### src/prsw_pkg.sv
// ----------------------------------------------------------------------------
// prsw_pkg
// Shared types and constants of the partial reliability stop-and-wait sender.
// ----------------------------------------------------------------------------
package prsw_pkg;

	// fixed field widths
	localparam int unsigned MODE_W   = 2;
	localparam int unsigned ACTION_W = 3;
	localparam int unsigned LOST_W   = 7;

	// event codes on the input word
	localparam logic [MODE_W-1:0] MODE_SEND    = 2'd0;
	localparam logic [MODE_W-1:0] MODE_ACK     = 2'd1;
	localparam logic [MODE_W-1:0] MODE_TIMEOUT = 2'd2;

	// reset value of the loss limit
	localparam logic [LOST_W-1:0] MAX_LOST_RST = 7'd3;

	// result codes
	typedef enum logic [ACTION_W-1:0] {
		ACT_NEW       = 3'd0,
		ACT_DELIVERED = 3'd1,
		ACT_LOSS_OK   = 3'd2,
		ACT_RETX      = 3'd3,
		ACT_IGNORED   = 3'd4,
		ACT_BUSY      = 3'd5
	} action_t;

	// one event held in the input stage
	typedef struct packed {
		logic [MODE_W-1:0] mode;
		logic              ack_number;
	} evt_t;

endpackage

### src/prsw_in_if.sv
// ----------------------------------------------------------------------------
// prsw_in_if
// Valid/ready channel carrying one sender event word.
// ----------------------------------------------------------------------------
interface prsw_in_if import prsw_pkg::*; ();
	logic              valid;
	logic              ready;
	logic [MODE_W-1:0] mode;
	logic              ack_number;

	modport source (output valid, output mode, output ack_number, input ready);
	modport sink (input valid, input mode, input ack_number, output ready);
endinterface

### src/prsw_out_if.sv
// ----------------------------------------------------------------------------
// prsw_out_if
// Valid/ready channel carrying one sender result word.
// ----------------------------------------------------------------------------
interface prsw_out_if import prsw_pkg::*; ();
	logic              valid;
	logic              ready;
	action_t           action;
	logic              seq_bit_out;
	logic [LOST_W-1:0] lost_in_window;

	modport source (output valid, output action, output seq_bit_out,
		output lost_in_window, input ready);
	modport sink (input valid, input action, input seq_bit_out,
		input lost_in_window, output ready);
endinterface

### src/prsw_in_stage.sv
// ----------------------------------------------------------------------------
// prsw_in_stage
// Input register: captures one event word per cycle while the engine drains.
// ----------------------------------------------------------------------------
module prsw_in_stage import prsw_pkg::*; (
	input  logic      clk,
	input  logic      arst_n,
	prsw_in_if.sink   evt_in,
	input  logic      advance,
	output logic      valid_s1,
	output evt_t      evt_s1
);

	logic valid_s1_r;
	evt_t evt_s1_r;

	// accept when empty or when the held word moves on this cycle
	assign evt_in.ready = !valid_s1_r || advance;

	// valid flag
	always_ff @(posedge clk or negedge arst_n) begin
		if (!arst_n) begin
			valid_s1_r <= 1'b0;
		end else if (evt_in.ready) begin
			valid_s1_r <= evt_in.valid;
		end
	end

	// payload
	always_ff @(posedge clk) begin
		if (evt_in.ready && evt_in.valid) begin
			evt_s1_r.mode       <= evt_in.mode;
			evt_s1_r.ack_number <= evt_in.ack_number;
		end
	end

	assign valid_s1 = valid_s1_r;
	assign evt_s1   = evt_s1_r;

endmodule

### src/prsw_engine.sv
// ----------------------------------------------------------------------------
// prsw_engine
// Protocol state, event classification and the result register.
// ----------------------------------------------------------------------------
module prsw_engine import prsw_pkg::*; #(
	parameter int unsigned WINDOW = 10
) (
	input  logic              clk,
	input  logic              arst_n,
	input  logic              max_lost_we,
	input  logic [LOST_W-1:0] max_lost_wdata,
	input  logic              valid_s1,
	input  evt_t              evt_s1,
	output logic              advance,
	prsw_out_if.source        res_out
);

	localparam int unsigned PTR_W = (WINDOW > 1) ? $clog2(WINDOW) : 1;
	localparam int unsigned CNT_W = $clog2(WINDOW + 1);
	localparam logic [PTR_W-1:0] PTR_LAST = PTR_W'(WINDOW - 1);

	// protocol state
	logic              seq_bit_q;
	logic              awaiting_q;
	logic [WINDOW-1:0] window_q;
	logic [PTR_W-1:0]  ptr_q;
	logic [CNT_W-1:0]  lost_q;
	logic [LOST_W-1:0] max_lost_q;

	// result register
	logic              res_valid_q;
	action_t           action_q;
	logic              seq_out_q;
	logic [LOST_W-1:0] lost_out_q;

	// next values
	logic              seq_bit_d;
	logic              awaiting_d;
	logic [WINDOW-1:0] window_d;
	logic [PTR_W-1:0]  ptr_d;
	logic [CNT_W-1:0]  lost_d;
	action_t           action_d;
	logic              seq_out_d;

	logic              fire;
	logic              cur_bit;
	logic [PTR_W-1:0]  ptr_next;
	logic [CNT_W-1:0]  lost_on_loss;

	assign advance = !res_valid_q || res_out.ready;
	assign fire    = valid_s1 && advance;

	assign cur_bit      = window_q[ptr_q];
	assign ptr_next     = (ptr_q == PTR_LAST) ? '0 : ptr_q + PTR_W'(1);
	assign lost_on_loss = cur_bit ? lost_q + CNT_W'(1) : lost_q;

	// event classification and state update
	always_comb begin
		seq_bit_d  = seq_bit_q;
		awaiting_d = awaiting_q;
		window_d   = window_q;
		ptr_d      = ptr_q;
		lost_d     = lost_q;
		action_d   = ACT_IGNORED;
		seq_out_d  = 1'b0;
		unique case (evt_s1.mode)
			MODE_SEND: begin
				if (awaiting_q) begin
					action_d = ACT_BUSY;
				end else begin
					action_d   = ACT_NEW;
					seq_out_d  = seq_bit_q;
					seq_bit_d  = !seq_bit_q;
					awaiting_d = 1'b1;
				end
			end
			MODE_ACK: begin
				if (awaiting_q && (evt_s1.ack_number == seq_bit_q)) begin
					action_d        = ACT_DELIVERED;
					window_d[ptr_q] = 1'b1;
					if (!cur_bit && (lost_q != '0)) begin
						lost_d = lost_q - CNT_W'(1);
					end
					ptr_d      = ptr_next;
					awaiting_d = 1'b0;
				end
			end
			MODE_TIMEOUT: begin
				if (awaiting_q) begin
					window_d[ptr_q] = 1'b0;
					lost_d          = lost_on_loss;
					if (LOST_W'(lost_on_loss) <= max_lost_q) begin
						action_d   = ACT_LOSS_OK;
						ptr_d      = ptr_next;
						seq_bit_d  = !seq_bit_q;
						awaiting_d = 1'b0;
					end else begin
						action_d  = ACT_RETX;
						seq_out_d = !seq_bit_q;
					end
				end
			end
			default: begin
				action_d = ACT_IGNORED;
			end
		endcase
	end

	// state registers
	always_ff @(posedge clk or negedge arst_n) begin
		if (!arst_n) begin
			seq_bit_q  <= 1'b0;
			awaiting_q <= 1'b0;
			window_q   <= '1;
			ptr_q      <= '0;
			lost_q     <= '0;
		end else if (fire) begin
			seq_bit_q  <= seq_bit_d;
			awaiting_q <= awaiting_d;
			window_q   <= window_d;
			ptr_q      <= ptr_d;
			lost_q     <= lost_d;
		end
	end

	// loss limit register
	always_ff @(posedge clk or negedge arst_n) begin
		if (!arst_n) begin
			max_lost_q <= MAX_LOST_RST;
		end else if (max_lost_we) begin
			max_lost_q <= max_lost_wdata;
		end
	end

	// result valid
	always_ff @(posedge clk or negedge arst_n) begin
		if (!arst_n) begin
			res_valid_q <= 1'b0;
		end else if (advance) begin
			res_valid_q <= valid_s1;
		end
	end

	// result payload
	always_ff @(posedge clk) begin
		if (fire) begin
			action_q   <= action_d;
			seq_out_q  <= seq_out_d;
			lost_out_q <= LOST_W'(lost_d);
		end
	end

	assign res_out.valid          = res_valid_q;
	assign res_out.action         = action_q;
	assign res_out.seq_bit_out    = seq_out_q;
	assign res_out.lost_in_window = lost_out_q;

endmodule

### src/partial_reliability_stop_wait_sender_core.sv
// ----------------------------------------------------------------------------
// partial_reliability_stop_wait_sender_core
// Stop-and-wait sender with alternating sequence bit and a loss window.
//
// channel    dir  fields                                   width
// evt_in     in   mode, ack_number                         2, 1
// res_out    out  action, seq_bit_out, lost_in_window      3, 1, 7
// max_lost   cfg  max_lost_we, max_lost_wdata              1, 7
//
// One event per cycle while results are taken; an accepted event passes the
// input register, then one pass of the classifier into the result register.
// Reset: loss window all delivered, sequence bit zero, idle, limit of three.
// A stalled result register holds the input register, which takes one more
// event only if it is empty; ready then drops.
// ----------------------------------------------------------------------------
module partial_reliability_stop_wait_sender_core import prsw_pkg::*; #(
	parameter int unsigned WINDOW = 10
) (
	input  logic              clk,
	input  logic              arst_n,
	input  logic              max_lost_we,
	input  logic [LOST_W-1:0] max_lost_wdata,
	prsw_in_if.sink           evt_in,
	prsw_out_if.source        res_out
);

	logic advance;
	logic valid_s1;
	evt_t evt_s1;

	// input register
	prsw_in_stage u_in_stage (
		.clk      (clk),
		.arst_n   (arst_n),
		.evt_in   (evt_in),
		.advance  (advance),
		.valid_s1 (valid_s1),
		.evt_s1   (evt_s1)
	);

	// state, classification and result register
	prsw_engine #(
		.WINDOW (WINDOW)
	) u_engine (
		.clk            (clk),
		.arst_n         (arst_n),
		.max_lost_we    (max_lost_we),
		.max_lost_wdata (max_lost_wdata),
		.valid_s1       (valid_s1),
		.evt_s1         (evt_s1),
		.advance        (advance),
		.res_out        (res_out)
	);

endmodule

### src/flat_wrapper.sv
// flat-port wrapper written by rule: the top's interface ports become plain ports
module partial_reliability_stop_wait_sender_core_flat import prsw_pkg::*;
#(
	parameter int unsigned WINDOW = 10
)
  (clk, arst_n, max_lost_we, max_lost_wdata, evt_in_valid, evt_in_mode, evt_in_ack_number, evt_in_ready, res_out_valid, res_out_action, res_out_seq_bit_out, res_out_lost_in_window, res_out_ready);
  prsw_in_if evt_in_i ();
  prsw_out_if res_out_i ();
  input  logic clk;
  input  logic arst_n;
  input  logic max_lost_we;
  input  logic [LOST_W-1:0] max_lost_wdata;
  input wire logic [$bits(evt_in_i.valid)-1:0] evt_in_valid;
  input wire logic [$bits(evt_in_i.mode)-1:0] evt_in_mode;
  input wire logic [$bits(evt_in_i.ack_number)-1:0] evt_in_ack_number;
  output wire logic [$bits(evt_in_i.ready)-1:0] evt_in_ready;
  output wire logic [$bits(res_out_i.valid)-1:0] res_out_valid;
  output wire logic [$bits(res_out_i.action)-1:0] res_out_action;
  output wire logic [$bits(res_out_i.seq_bit_out)-1:0] res_out_seq_bit_out;
  output wire logic [$bits(res_out_i.lost_in_window)-1:0] res_out_lost_in_window;
  input wire logic [$bits(res_out_i.ready)-1:0] res_out_ready;
  assign evt_in_i.valid = evt_in_valid;
  assign evt_in_i.mode = evt_in_mode;
  assign evt_in_i.ack_number = evt_in_ack_number;
  assign evt_in_ready = evt_in_i.ready;
  assign res_out_valid = res_out_i.valid;
  assign res_out_action = res_out_i.action;
  assign res_out_seq_bit_out = res_out_i.seq_bit_out;
  assign res_out_lost_in_window = res_out_i.lost_in_window;
  assign res_out_i.ready = res_out_ready;
  partial_reliability_stop_wait_sender_core #(.WINDOW(WINDOW)) u_core (.clk(clk), .arst_n(arst_n), .max_lost_we(max_lost_we), .max_lost_wdata(max_lost_wdata), .evt_in(evt_in_i), .res_out(res_out_i));
endmodule
### config.mk
export PLATFORM = sky130hd
export DESIGN_NAME = partial_reliability_stop_wait_sender_core_flat
export DESIGN_NICKNAME = d
export VERILOG_FILES = /design/src/prsw_pkg.sv /design/src/prsw_in_if.sv /design/src/prsw_out_if.sv /design/src/prsw_in_stage.sv /design/src/prsw_engine.sv /design/src/partial_reliability_stop_wait_sender_core.sv /design/src/flat_wrapper.sv
export SDC_FILE = /design/constraint.sdc
export NUM_CORES = 1
export LEC_CHECK = 0
export BUFFER_PORTS_ARGS = -buffer_cell sky130_fd_sc_hd__buf_4
export CAP_MARGIN = 25
export CORE_UTILIZATION = 63
export CTS_CLUSTER_DIAMETER = 100
export DETAILED_ROUTE_END_ITERATION = 10
export PLACE_DENSITY = 0.81
export SLEW_MARGIN = 20
export SYNTH_ARGS = -nofsm -noshare
export SYNTH_HDL_FRONTEND = slang
export SYNTH_SLANG_ARGS = --single-unit
### constraint.sdc
create_clock -name clk -period 4.9 [get_ports clk]
set_input_delay 0.245 -clock clk [delete_from_list [all_inputs] [get_ports clk]]
set_output_delay 0.245 -clock clk [all_outputs]
set_load 0.01 [all_outputs]
After elaboration in Yosys (flattened, before gate mapping)
Index checks and enable logic that the tools add are counted.

Bits of input ports: 15. Flip-flop bits (word level): 40. Logic and storage cells: 84. Output and inout bits: 13.

Add/subtract/negate cells: 3. Equal/unequal tests: 8. Mux-type cells: 34. Order comparisons: 3. Bitwise operators: 3. Reduce and logical (&&, ||, !) cells: 20.

Operators by type and width (count): 4-bit 2-to-1 mux (8); 10-bit 2-to-1 mux (2); 10-bit one-hot mux with 2 select lines (1); 4-bit one-hot mux with 2 select lines (2); 1-bit 2-to-1 mux (12); 10-bit AND (1); 10-bit NOT (1); 10-bit bitwise OR (1); 5-bit AND reduction (2); 3-bit 2-to-1 mux (3); 3-bit one-hot mux with 3 select lines (1); 4-bit by 1-bit adder with 4-bit output (second input constant) (2); 2-bit inequality test (second input constant) (4); 4-bit by 7-bit less-or-equal comparator with 1-bit output (1); 1-bit logical AND (5); 4-bit by 5-bit less-than comparator with 1-bit output (second input constant) (1); 1-bit binary-select mux with 4-bit select (1); 1-bit demux with 4-bit select (1); 4-bit == test (second input constant) (1); 4-bit by 1-bit greater-or-equal comparator with 1-bit output (second input constant) (1); 1-bit logical NOT (4); 1-bit one-hot mux with 2 select lines (2); 4-bit AND reduction (1); 2-bit nonzero test (2); other kinds (10) (11).

Longest topological paths before layout
Word-level depth: 8. Gate-level depth with buffers: 13. Depth with buffers taken out: 11.

By module
Synthesis repeated with hierarchy kept, for this count alone.

Cells, all modules: 234. Area total of the unflattened synthesis: 2459.9 µm².

Modules (own cells, without submodules): prsw_engine (area each 2316.0 µm², cells an instance 227, sequential area each 955.9 µm², times used 1); prsw_in_stage (area each 143.9 µm², cells an instance 7, sequential area each 115.1 µm², times used 1).

Least setup slack after synthesis
No wires, ideal clock.

Path type: register to register. From: register u_core.u_engine.ptr_q[0]. To: register u_core.u_engine.ptr_q[3]. Library setup time: 0.126 ns. Period minus slack after synthesis: 3.362 ns. Slack: 1.538 ns. Cell stages (with the launch flop): 13. Buffers on the path: 1. Data required time: 4.774 ns. Arrival time: 3.236 ns. Cell sequence: dfrtp_1 mux4_2 nand2b_4 a31oi_4 buf_6 mux2_2 ha_1 nor2b_1 o21a_1 o21a_1 o211ai_1 nand3_1 a221o_1.

Longest elaborated chain between the ends: 6. Elaborated cells on any way between the ends: 13. Classes of those cells: add/sub (1); order compare (1); eq/ne (2); mux (8); reduce/logical (1).

RTL lines: start: declaration (RTL line prsw_engine.sv:26) `logic [PTR_W-1:0] ptr_q;`; start signal: assignment (RTL line prsw_engine.sv:121) `ptr_q <= ptr_d;`; 1-bit binary-select mux with 4-bit select (RTL line prsw_engine.sv:53) `assign cur_bit = window_q[ptr_q];`; 1-bit 2-to-1 mux (implied by the code) (RTL line prsw_engine.sv:53); 4-bit 2-to-1 mux (RTL line prsw_engine.sv:55) `assign lost_on_loss = cur_bit ? lost_q + CNT_W'(1) : lost_q;`; 4-bit by 7-bit less-or-equal comparator with 1-bit output (RTL line prsw_engine.sv:92) `if (LOST_W'(lost_on_loss) <= max_lost_q) begin`; 2-bit inequality test (no line); 5-bit AND reduction (no line).

Parallel ways exist; a longest one is shown, timed or not. The select of a mux whose other input is x is not followed. A chain may end at the register's enable or synchronous reset.

Final worst setup path
Ends and elaborated chain as after synthesis.

==> impl_results.md <==
* Run status: finished clean
* Hold Path Class: input port to register
* Post-Place Cells at 292
* Non-Filler Instances at 301
* Clock Path Buffers at 2
* # diodes at 0
* Layout cells sized above 1 at 27.7%
* Total GRT Usage at 25.5%
* Layout Skew at 0.00721 ns
* Die span in y at 65.1 um
* Synth area leaders: dfrtp_1 17%, edfxtp_1 13%, dfstp_2 13%, mux2_2 5.8%, ha_1 5.0%
* Final Hold Fails at 0
* Max Cap Viol at 0
* Core area at 3740 um2
* CTS Buf Count at 5
* Vias in the first global route at 1772
* WL/cell at 16.0 um
* Post-synth top cells: 24 x nand2_1, 17 x dfrtp_1, 15 x nor2_1
* Async SR Flop Fraction at 72.5%
* Share of the synthesized area in the top cell type at 17.0%
* Global route overflow at 0
* Minimum clock period at 4.04 ns
* Setup TNS at 0 ns
* Initial antenna violation count at 0
* H-tree lvl count at 2
* Critical Path Start Type: register
* Synth-to-layout area growth at 9.23%
* Peak Freq at 0.247 GHz
* Yosys warning count at 0
* Crit end category: register
* CP Class: register to register
* Syn_area_per_cell at 10.6 um2
* DIE AREA at 4240 um2
* Clk slew on worst S/H paths at 0.07 ns
* IO Pins at 28
* First-pass GRT wire length at 8.08 mm
* Port Buffer Count at 24
* Total clock sinks at 40
* Post-CTS setup buffers at 0
* Worst reg2reg path startpoint: u_core.u_engine.ptr_q[0]
* FF-to-FF End: u_core.u_engine.ptr_q[3]
* Starting density of the core at 67.0%
* # setup viols final at 0
* Hold Crit Depth at 1
* Cell taking the most area after synthesis: dfrtp_1
* Post-Syn Area at 2510 um2
* R2R Setup Slk at 0.86 ns
* Static Leak at 1.13 nW
* Pin count of the biggest net entering global routing at 30
* CP max FO at 13
* Worst Path Required at 5.08 ns
* Hpwl dp at 3.43 mm
* Mapped Cells at 236
* TritonCTS clock tree: done
* Worst IR Drop VDD at 0.338 mV
* Row count at 22
* CP Capture Point: u_core.u_engine.ptr_q[3]
* Routed vias at 1800
* Top_reg_cell synth: dfrtp_1
* Fillcell total at 283
* Rel. slew slack at 59.1%
* Vias per cell at 5.98
* Power Dens Cells at 504 nW/um2
* Final worst-path cycle share at 82.5%
* Final ANT Viol Nets at 0
* Unique masters post-synth at 62
* Routed Wire Length at 4.80 mm
* Most frequent cell after synthesis: nand2_1
* Nets at 277
* Starting DRT DRC Count at 138
* DRC at 0
* FF-to-FF path depth at 11
* Clock Latency Late Sink at 0.30 ns
* Slew Limit Fails at 0
* Seq/Total Area, Yosys at 42.7%
* Critical path arrival at 4.22 ns
* CTS root buf: clkbuf_8
* 1st-pass router iterations at 4
* Number of synthesized register bits at 40
* RD Place Congestion at 0.883
* Number of synthesized flops with an enable pin at 11
* Measured slew at the worst slew-check pin at 0.613 ns
* Hold Path Origin: evt_in_mode[1]
* Crit. Startpoint: u_core.u_engine.ptr_q[0]
* RSZ-0062 raised after global routing: no
* Hold WS at 0.122 ns
* Width of the die at 65.1 um
report_power, final:
part           switching [W]  total (W)  internal (W)
combinational       0.000288   0.000571      0.000283
sequential          0.000138   0.000599      0.000461
clock               0.000114   0.000213     0.0000992
final cells by class:
cell class / instances / area (um2) / share of cell area (%)
Tap cell: 48 / 60.1 / 2.19
Clock buffer: 7 / 76.3 / 2.79
Multi-Input combinational cell: 170 / 1300 / 47.5
Timing Repair Buffer: 25 / 190 / 6.94
Sequential cell: 40 / 1070 / 39.1
Inverter: 10 / 37.5 / 1.37
Clock inverter: 1 / 3.75 / 0.137
metrics by stage:
step	util, %	area, um2	setup WS, ns	total power, W
4_1_cts	73.2	2740	0.837	0.00138
2_1_floorplan	-	2520	1.54	0.00105
6_report	73.2	2740	0.857	0.00138
5_1_grt	73.2	2740	0.649	0.00147
3_5_place_dp	70.8	2650	0.894	0.00117
3_3_place_gp	70.8	2650	0.992	0.00114
worst min-delay path by stage:
| stage | end | slack (ns) |
|---|---|---|
| 4_1_cts | u_core.u_in_stage.evt_s1[2] | 0.12 |
| 5_1_grt | u_core.u_in_stage.evt_s1[0] | 0.11 |
| 3_5_place_dp | u_core.u_engine.lost_q[0] | 0.19 |
| 2_1_floorplan | u_core.u_engine.awaiting_q | -0.05 |
| 3_3_place_gp | u_core.u_engine.lost_q[0] | 0.19 |
| 6_report | u_core.u_in_stage.evt_s1[2] | 0.12 |
kinds of logic after synthesis:
group / Yosys count / share of synthesized area (%)
compound gates: 43 / 14.0
xor+xnor: 7 / 2.74
fa+ha+maj: 10 / 4.99
buf+inv: 28 / 5.74
flops: 40 / 42.7
mux: 25 / 11.6
other cells: 1 / 0.149
simple gates: 82 / 18.1
layout by cell type (no fill, tap or decap), drive strengths merged, types with 7 or more instances in the layout:
| cell type | instances |
|---|---|
| nand2 | 24 |
| buf | 24 |
| dfrtp | 17 |
| mux2 | 17 |
| nor2 | 16 |
| dfstp | 12 |
| edfxtp | 11 |
| o21ai | 11 |
| inv | 10 |
| ha | 10 |
| mux2i | 7 |
| nand2b | 7 |
| xnor2 | 7 |
| clkbuf | 7 |
per-layer routing:
layer	vias up	share of wire [%]	GRT usage, %
li1	869	-	-
met1	870	43	31.6
met2	52	50	43.0
met3	9	4.7	5.56
met4	0	1.9	10.9
met5	-	0	0
timing repair:
item                       4_1_cts  5_1_grt
hold buffers                     1        0
gates resized for setup          0        0
setup endpoints to repair        0        0
hold endpoints to repair        17        0
critical path, cell delays in order (launching register included):
cell and delay (ns):
dfrtp_1 0.58, mux4_2 0.55, nand2b_4 0.16, a31oi_4 0.41
mux2_2 0.39, ha_1 0.31, nor2b_1 0.14, o21a_1 0.17
o21a_1 0.19, o211ai_1 0.45, nand3_1 0.19, a221o_1 0.37
Note: power is estimated with default switching activity, not from simulation.
